[src/hdl/paged_bump_allocator_assert.svh]
// assertion macros used by the paged bump allocator module
`ifndef PAGED_BUMP_ALLOCATOR_ASSERT_SVH
`define PAGED_BUMP_ALLOCATOR_ASSERT_SVH

// checked only while out of reset
`define PBA_ASSERT(lbl, prop, msg) \
  lbl: assert property (@(posedge clk) disable iff (!rst_n) prop) else $error(msg);

// checked at every edge, reset included
`define PBA_ASSERT_ALWAYS(lbl, prop, msg) \
  lbl: assert property (@(posedge clk) prop) else $error(msg);

`endif

[src/hdl/pba_pkg.sv]
// constants and types of the paged bump allocator
package pba_pkg;

  localparam int PAGE_BYTES  = 4096;
  localparam int MAX_PAGES   = 16;
  localparam int ALIGNMENT   = 8;
  localparam int MISS_LIMIT  = 4;
  localparam int POOL_HEADER = 32;
  localparam int PAGE_HEADER = 40;

  localparam int PAYLOAD_MAX = PAGE_BYTES - PAGE_HEADER;

  localparam int SIZE_W = 16;
  localparam int STAT_W = 2;
  localparam int PIDX_W = 4;
  localparam int OFF_W  = 12;

  localparam int FILL_W = $clog2(PAGE_BYTES + 1);
  localparam int RND_W  = FILL_W + 1;
  localparam int SUM_W  = RND_W + 1 > SIZE_W + 1 ? RND_W + 1 : SIZE_W + 1;
  localparam int PG_W   = MAX_PAGES > 1 ? $clog2(MAX_PAGES) : 1;
  localparam int CNT_W  = $clog2(MAX_PAGES + 1);
  localparam int MISS_W = 3;

  localparam logic [CNT_W-1:0]  MAX_PAGES_C  = CNT_W'(MAX_PAGES);
  localparam logic [MISS_W-1:0] MISS_LIMIT_C = MISS_W'(MISS_LIMIT);
  localparam logic [FILL_W-1:0] FIRST_FILL   = FILL_W'(POOL_HEADER + PAGE_HEADER);
  localparam logic [FILL_W-1:0] PAGE_HDR_C   = FILL_W'(PAGE_HEADER);

  localparam logic MODE_ALLOC   = 1'b0;
  localparam logic MODE_RELEASE = 1'b1;

  localparam logic [STAT_W-1:0] STAT_OK       = 2'd0;
  localparam logic [STAT_W-1:0] STAT_OVERSIZE = 2'd1;
  localparam logic [STAT_W-1:0] STAT_NO_SPACE = 2'd2;

  typedef struct packed {
    logic                fill_we;
    logic                miss_we;
    logic [PG_W-1:0]     addr;
    logic [FILL_W-1:0]   fill;
    logic [MISS_W-1:0]   miss;
  } store_wr_t;

endpackage

[src/hdl/pba_fit_unit.sv]
// shared align-and-fit unit: rounds a fill offset up and checks the block fits
module pba_fit_unit (
  input  logic [pba_pkg::FILL_W-1:0] fill,
  input  logic [pba_pkg::SIZE_W-1:0] size,
  output logic [pba_pkg::RND_W-1:0]  pos,
  output logic                       fits,
  output logic [pba_pkg::FILL_W-1:0] new_fill
);
  import pba_pkg::*;

  logic [RND_W-1:0] bumped;
  logic [SUM_W-1:0] end_pos;

  assign bumped   = RND_W'(fill) + RND_W'(ALIGNMENT - 1);
  assign pos      = RND_W'((bumped / ALIGNMENT) * ALIGNMENT);
  assign end_pos  = SUM_W'(pos) + SUM_W'(size);
  assign fits     = (SUM_W'(pos) <= SUM_W'(PAGE_BYTES)) && (end_pos <= SUM_W'(PAGE_BYTES));
  assign new_fill = FILL_W'(end_pos);

endmodule

[src/hdl/pba_page_store.sv]
// per-page fill offsets and miss counters, one read and one write port
module pba_page_store (
  input  logic                       clk,
  input  logic                       rst_n,
  input  logic                       clr,
  input  pba_pkg::store_wr_t         wr,
  input  logic [pba_pkg::PG_W-1:0]   rd_addr,
  output logic [pba_pkg::FILL_W-1:0] rd_fill,
  output logic [pba_pkg::MISS_W-1:0] rd_miss
);
  import pba_pkg::*;

  logic [FILL_W-1:0] fill_r [MAX_PAGES];
  logic [MISS_W-1:0] miss_r [MAX_PAGES];

  always_ff @(posedge clk) begin
    if (!rst_n || clr) begin
      for (int i = 0; i < MAX_PAGES; i++) begin
        fill_r[i] <= (i == 0) ? FIRST_FILL : '0;
        miss_r[i] <= '0;
      end
    end else begin
      if (wr.fill_we) begin
        fill_r[wr.addr] <= wr.fill;
      end
      if (wr.miss_we) begin
        miss_r[wr.addr] <= wr.miss;
      end
    end
  end

  assign rd_fill = fill_r[rd_addr];
  assign rd_miss = miss_r[rd_addr];

endmodule

[src/hdl/paged_bump_allocator.sv]
// Paged bump allocator: an allocate item walks the open pages from the current
// page onward, one page per cycle through a single align-and-fit unit, and
// places the block in the first page that holds it; if none does, the walk
// then opens a new page (or reports no space once all 16 pages are open).
// An allocation's result is registered and valid once its walk ends; release
// and oversize items give their result the cycle after acceptance. The block
// takes one item at a time: in_ready is high only when no item is in work and
// the previous result has been taken.
module paged_bump_allocator (
  input  logic                       clk,
  input  logic                       rst_n,
  input  logic                       in_valid,
  output logic                       in_ready,
  input  logic                       in_mode,
  input  logic [pba_pkg::SIZE_W-1:0] in_req_size,
  output logic                       out_valid,
  input  logic                       out_ready,
  output logic [pba_pkg::STAT_W-1:0] out_status,
  output logic [pba_pkg::PIDX_W-1:0] out_page_index,
  output logic [pba_pkg::OFF_W-1:0]  out_offset
);
  import pba_pkg::*;

`include "paged_bump_allocator_assert.svh"

  typedef enum logic [2:0] {
    ST_IDLE = 3'b001,
    ST_WALK = 3'b010,
    ST_OUT  = 3'b100
  } state_t;

  state_t            state_r, state_nxt;
  logic [CNT_W-1:0]  cur_page_r, cur_page_nxt;
  logic [CNT_W-1:0]  pages_open_r, pages_open_nxt;
  logic [CNT_W-1:0]  idx_r, idx_nxt;
  logic [SIZE_W-1:0] size_r, size_nxt;
  logic [STAT_W-1:0] status_r, status_nxt;
  logic [PIDX_W-1:0] page_r, page_nxt;
  logic [OFF_W-1:0]  offset_r, offset_nxt;

  store_wr_t         wr;
  logic              store_clr;
  logic [FILL_W-1:0] rd_fill;
  logic [MISS_W-1:0] rd_miss;
  logic [MISS_W-1:0] miss_inc;
  logic              in_range;
  logic              accept;

  logic [FILL_W-1:0] fit_fill;
  logic [RND_W-1:0]  fit_pos;
  logic              fit_ok;
  logic [FILL_W-1:0] fit_new;

  assign accept   = in_valid && in_ready;
  assign in_range = idx_r < pages_open_r;
  assign fit_fill = in_range ? rd_fill : PAGE_HDR_C;
  assign miss_inc = (rd_miss < MISS_LIMIT_C) ? rd_miss + 1'b1 : rd_miss;

  pba_page_store u_store (
    .clk     (clk),
    .rst_n   (rst_n),
    .clr     (store_clr),
    .wr      (wr),
    .rd_addr (PG_W'(idx_r)),
    .rd_fill (rd_fill),
    .rd_miss (rd_miss)
  );

  pba_fit_unit u_fit (
    .fill     (fit_fill),
    .size     (size_r),
    .pos      (fit_pos),
    .fits     (fit_ok),
    .new_fill (fit_new)
  );

  always_comb begin
    state_nxt      = state_r;
    cur_page_nxt   = cur_page_r;
    pages_open_nxt = pages_open_r;
    idx_nxt        = idx_r;
    size_nxt       = size_r;
    status_nxt     = status_r;
    page_nxt       = page_r;
    offset_nxt     = offset_r;
    store_clr      = 1'b0;
    wr             = '0;
    wr.addr        = PG_W'(idx_r);
    wr.fill        = fit_new;
    wr.miss        = miss_inc;

    unique case (state_r)
      ST_IDLE: begin
        if (accept) begin
          size_nxt = in_req_size;
          idx_nxt  = cur_page_r;
          page_nxt   = '0;
          offset_nxt = '0;
          if (in_mode == MODE_RELEASE) begin
            store_clr      = 1'b1;
            cur_page_nxt   = '0;
            pages_open_nxt = CNT_W'(1);
            status_nxt     = STAT_OK;
            state_nxt      = ST_OUT;
          end else if ({1'b0, in_req_size} > (SIZE_W + 1)'(PAYLOAD_MAX)) begin
            status_nxt = STAT_OVERSIZE;
            state_nxt  = ST_OUT;
          end else begin
            state_nxt = ST_WALK;
          end
        end
      end
      ST_WALK: begin
        if (in_range) begin
          if (fit_ok) begin
            wr.fill_we = 1'b1;
            status_nxt = STAT_OK;
            page_nxt   = PIDX_W'(idx_r);
            offset_nxt = OFF_W'(fit_pos);
            state_nxt  = ST_OUT;
          end else begin
            wr.miss_we = 1'b1;
            if (miss_inc >= MISS_LIMIT_C) begin
              cur_page_nxt = idx_r + 1'b1;
            end
            idx_nxt = idx_r + 1'b1;
          end
        end else if (pages_open_r >= MAX_PAGES_C) begin
          status_nxt = STAT_NO_SPACE;
          state_nxt  = ST_OUT;
        end else begin
          // open a fresh page, it holds any size that passed the payload check
          wr.addr        = PG_W'(pages_open_r);
          wr.fill_we     = 1'b1;
          wr.miss_we     = 1'b1;
          wr.miss        = '0;
          pages_open_nxt = pages_open_r + 1'b1;
          status_nxt     = STAT_OK;
          page_nxt       = PIDX_W'(pages_open_r);
          offset_nxt     = OFF_W'(fit_pos);
          state_nxt      = ST_OUT;
        end
      end
      ST_OUT: begin
        if (out_ready) begin
          state_nxt = ST_IDLE;
        end
      end
      default: begin
        state_nxt = ST_IDLE;
      end
    endcase
  end

  always_ff @(posedge clk) begin
    if (!rst_n) begin
      state_r      <= ST_IDLE;
      cur_page_r   <= '0;
      pages_open_r <= CNT_W'(1);
      idx_r        <= '0;
    end else begin
      state_r      <= state_nxt;
      cur_page_r   <= cur_page_nxt;
      pages_open_r <= pages_open_nxt;
      idx_r        <= idx_nxt;
    end
  end

  always_ff @(posedge clk) begin
    size_r   <= size_nxt;
    status_r <= status_nxt;
    page_r   <= page_nxt;
    offset_r <= offset_nxt;
  end

  assign in_ready       = (state_r == ST_IDLE);
  assign out_valid      = (state_r == ST_OUT);
  assign out_status     = status_r;
  assign out_page_index = page_r;
  assign out_offset     = offset_r;

  `PBA_ASSERT(a_open_range, (pages_open_r != '0) && (pages_open_r <= MAX_PAGES_C), "bad open count")
  `PBA_ASSERT(a_cur_page_bound, cur_page_r <= pages_open_r, "current page past open pages")
  `PBA_ASSERT_ALWAYS(a_one_side_only, !rst_n || !(in_ready && out_valid), "ready while busy")
  `PBA_ASSERT(a_walk_idx, (state_r == ST_WALK) && in_range |-> idx_r < MAX_PAGES_C, "walk past end")

endmodule

[config.mk]
export PLATFORM = sky130hd
export DESIGN_NAME = paged_bump_allocator
export DESIGN_NICKNAME = d
export VERILOG_FILES = /design/src/hdl/pba_pkg.sv /design/src/hdl/pba_fit_unit.sv /design/src/hdl/pba_page_store.sv /design/src/hdl/paged_bump_allocator.sv
export VERILOG_INCLUDE_DIRS = /design/src /design/src/hdl
export SDC_FILE = /design/constraint.sdc
export NUM_CORES = 1
export LEC_CHECK = 0
export BUFFER_PORTS_ARGS = -buffer_cell sky130_fd_sc_hd__buf_2
export CAP_MARGIN = 20
export CORE_UTILIZATION = 25
export CTS_BUF_LIST = sky130_fd_sc_hd__clkbuf_8
export DETAILED_ROUTE_END_ITERATION = 10
export SETUP_SLACK_MARGIN = 0.02
export SLEW_MARGIN = 20
export SYNTH_ARGS = -nofsm -noshare
export SYNTH_HDL_FRONTEND = slang
export SYNTH_HIERARCHICAL = 1
export SYNTH_SLANG_ARGS = --single-unit
[constraint.sdc]
create_clock -name clk -period 7.14 [get_ports clk]
set_input_delay 1.428 -clock clk [delete_from_list [all_inputs] [get_ports clk]]
set_output_delay 1.428 -clock clk [all_outputs]
set_load 0.01 [all_outputs]
==> results_dict.tcl <==
set metrics [dict create \
    dp_hpwl_mm 25.29 \
    hp-class "reg2reg" \
    synth-edff-count 290 \
    syn_area_per_cell_um2 12.69 \
    cts_max_level 2 \
    p_leak_nw 5.682 \
    drt-wirelength-per-cell_um 18.35 \
    place_ws_ps 632.5 \
    clkSinkCount 308 \
    holdPathStages 2 \
    critical-path-max-stage-delay_ps 570 \
    finalNetCount 1266 \
    vias 9636 \
    power_density_nw_per_um2 234.8 \
    cts_tree "done" \
    fp.dieW_um 244.0 \
    diodes 0 \
    post-route-period-util 0.9331 \
    maxSlewHeadroom 0.3094 \
    drtIter0Drc 819 \
    worstPathArrival_ps 6940 \
    final.setup.tns_ps 0 \
    hold_ws_ps 461.8 \
    fin_skew_ps 17.55 \
    synth-seq-cells 308 \
    slew_viol_final 0 \
    remaining_drc_errors 0 \
    fin_ws_ps 477.4 \
    clock_latency_ps 590 \
    initial_core_util 0.2532 \
    grt_pass1_wl_mm 56.88 \
    crit_slowest_cell "or4_4" \
    synthFlopType "edfxtp_1" \
    synthesis.instances 1153 \
    ys_async_sr_fraction 0 \
    max_freq_ghz 0.1501 \
    routed_wl_mm 37.17 \
    ios 41 \
    ir_worst_vdd_v 0.0001561 \
    port_buffers 40 \
    crit_path_max_fanout 15 \
    dp.cells 1940 \
    antenna_found_initial 0 \
    via_per_inst 4.756 \
    areaGrowthSynthToFinish_pct 14.52 \
    path_clk_slew_ps 60 \
    cts_setup_buffers 0 \
    yosys_warnings 6 \
    crit_path_end_kind "register" \
    critPathRequiredTime_ps 7420 \
    fin_crit_ps 6663 \
    overflow 0 \
    drtAntennaViolNets 0 \
    final_hold_viol_count 0 \
    gp_congestion 0.8409 \
    coreArea_um2 57810 \
    final-instance-count-excl-fill 2026 \
    syn_area_um2 14640 \
    clockBufferDepth 3 \
    critical_path_class "reg2reg" \
    start_kind "register" \
    num_rows 88 \
    cts_resized 0 \
    fillers 5887 \
    maxCapViolCount 0 \
    dr.pass1.iters 5 \
    rsz0062_at_grt "false" \
    ctsHoldBuffers 0 \
    die_area_um2 59520 \
    grt_use_total 0.1244 \
    crit_chain "ha_1 > a21o_1 > a31oi_1 > o21a_1 > and2_1 > o31a_1 > and3_1 > and2_1 > and4_1 > xor2_1 > ha_1 > a21oi_1 > nand2b_1 > nor3b_1 > or4_4 > nand4bb_1 > a211oi_2 > nor2_1 > a211oi_1 > buf_4 > nand4_1 > o21ai_1 > buf_4" \
    post_dp_cell_area_um2 15930 \
    cts_made_buffers 48 \
    ys_types 70 \
    grt_pass1_vias 9649 \
    worstMarginPinSlew_ps 1035 \
    grt_max_degree 56 \
    chipHeight_um 244.0 \
    final_area_um2 16760 \
    cts_root_buf "clkbuf_8" \
    drive_gt1_frac 0.1959 \
    status "finished, final reports clean" \
    report.final.setup_viol 0 \
    reg2reg_depth 23 \
    seq_area_frac_synth 0.6196 \
]
==> flip-flops by register name, indices dropped and copies added, names as in the netlist <==
signal / flops
size_r: 16
out_status: 2
cur_page_r: 5
u_store/fill_r: 208
u_store/miss_r: 48
pages_open_r: 5
idx_r: 5
state_r: 3
out_page_index: 4
out_offset: 12
==> critical path: cells and delay by family (launching register included) <==
family	cells	cell delay, ps
flip-flops	1	560
XOR/XNOR	1	100
AO/OA/AOI/OAI	8	2250
adder cells (fa/ha/maj)	2	740
buffers and inverters	2	480
AND/OR/NAND/NOR	10	2220
==> Yosys cell counts, types with 8 or more instances <==
cell type  instances  area (µm²)
nand2b_1          10       62.56
mux4_2            54        1216
inv_1             16       60.06
a21oi_1           22       110.1
xor2_1            11       96.34
xnor2_1            8       70.07
nand2_1          114       427.9
mux4_1            10       262.8
dfxtp_1           18       360.4
edfxtp_1         290        8708
and2_1            27       168.9
o21ai_0           42       210.2
buf_4             10       75.07
nor2_1           277        1040
clkbuf_1          49       183.9
ha_1              19       237.7
nand3_1           16       80.08
a22oi_1           32       240.2
nor2b_1            9       56.30
buf_2             11       55.05
==> layer usage <==
| layer | vias to the layer above | wire length (µm) | global-route usage |
|---|---|---|---|
| met5 | - | 0 | 0 |
| met4 | 0 | 1069 | 0.04430 |
| met3 | 69 | 2658 | 0.02590 |
| met2 | 371 | 17710 | 0.2069 |
| met1 | 4814 | 15730 | 0.1595 |
| li1 | 4382 | - | - |
==> stage by stage <==
step	power (mW)	utilization
2_1_floorplan	2.424	-
3_3_place_gp	2.640	0.2755
3_5_place_dp	2.645	0.2755
4_1_cts	3.967	0.2900
5_1_grt	4.083	0.2900
6_report	3.935	0.2900
==> area by class of cell <==
cell class	instances	area, µm²	area share
clock buffers	48	660.6	0.03941
flip-flops and latches	308	9074	0.5414
inverters	16	60.06	0.003583
multi-input cells	754	5159	0.3078
well taps	765	957.2	0.05711
repair buffers	97	678.2	0.04046
clock inverters	38	172.7	0.01030
==> cells by family (layout without fill, tap and decap cells) <==
logic type | count (synthesis) | after routing | share of synthesized area
adders and majority gates | 20 | 20 | 0.01761
other | 1 | 3 | 0.0002562
buffers and inverters | 93 | 199 | 0.03052
muxes | 74 | 74 | 0.1081
xor gates and xnor gates | 19 | 19 | 0.01137
DFF | 308 | 308 | 0.6196
and+or+nand+nor | 501 | 501 | 0.1498
AOI/OAI and AO/OA | 137 | 137 | 0.06275
==> cell usage in the layout (no fill, tap or decap), types with 4 or more instances in the layout <==
master / instances
nor2_1: 275
buf_4: 53
clkbuf_8: 48
or4_1: 4
o31ai_1: 4
o21ai_0: 26
a211oi_1: 4
nor2b_1: 7
ha_1: 19
inv_1: 23
or3_1: 7
buf_12: 4
nand3_1: 13
nand4_1: 5
dfxtp_1: 16
o21ai_1: 18
a22oi_1: 32
a21oi_1: 22
xor2_1: 11
xnor2_1: 8
nand2b_1: 10
edfxtp_1: 290
nand2_1: 114
nor3_1: 5
buf_2: 40
a21o_1: 6
mux2i_1: 7
mux4_2: 54
clkinv_2: 14
and2_1: 27
mux4_1: 10
clkinv_1: 14
==> where the power goes <==
part           total [mW]  switching, mW  internal (mW)
combinational       0.509          0.339          0.170
clock                1.32          0.690          0.633
sequential           2.10         0.0342           2.07
==> path summary, 6_finish.rpt <==
| kind | slack, ps | from | to |
|---|---|---|---|
| setup / recovery | 480 | idx_r[2]$_SDFFE_PN0P_ | u_store/fill_r[7][0]$_SDFFCE_PN0P_ |
| hold / removal | 460 | cur_page_r[3]$_SDFFE_PN0P_ | cur_page_r[3]$_SDFFE_PN0P_ |
| setup reg to reg | 480 | idx_r[2]$_SDFFE_PN0P_ | u_store/fill_r[7][0]$_SDFFCE_PN0P_ |
| hold reg to reg | 460 | cur_page_r[3]$_SDFFE_PN0P_ | cur_page_r[3]$_SDFFE_PN0P_ |
Power figures use the tool's default switching activity.
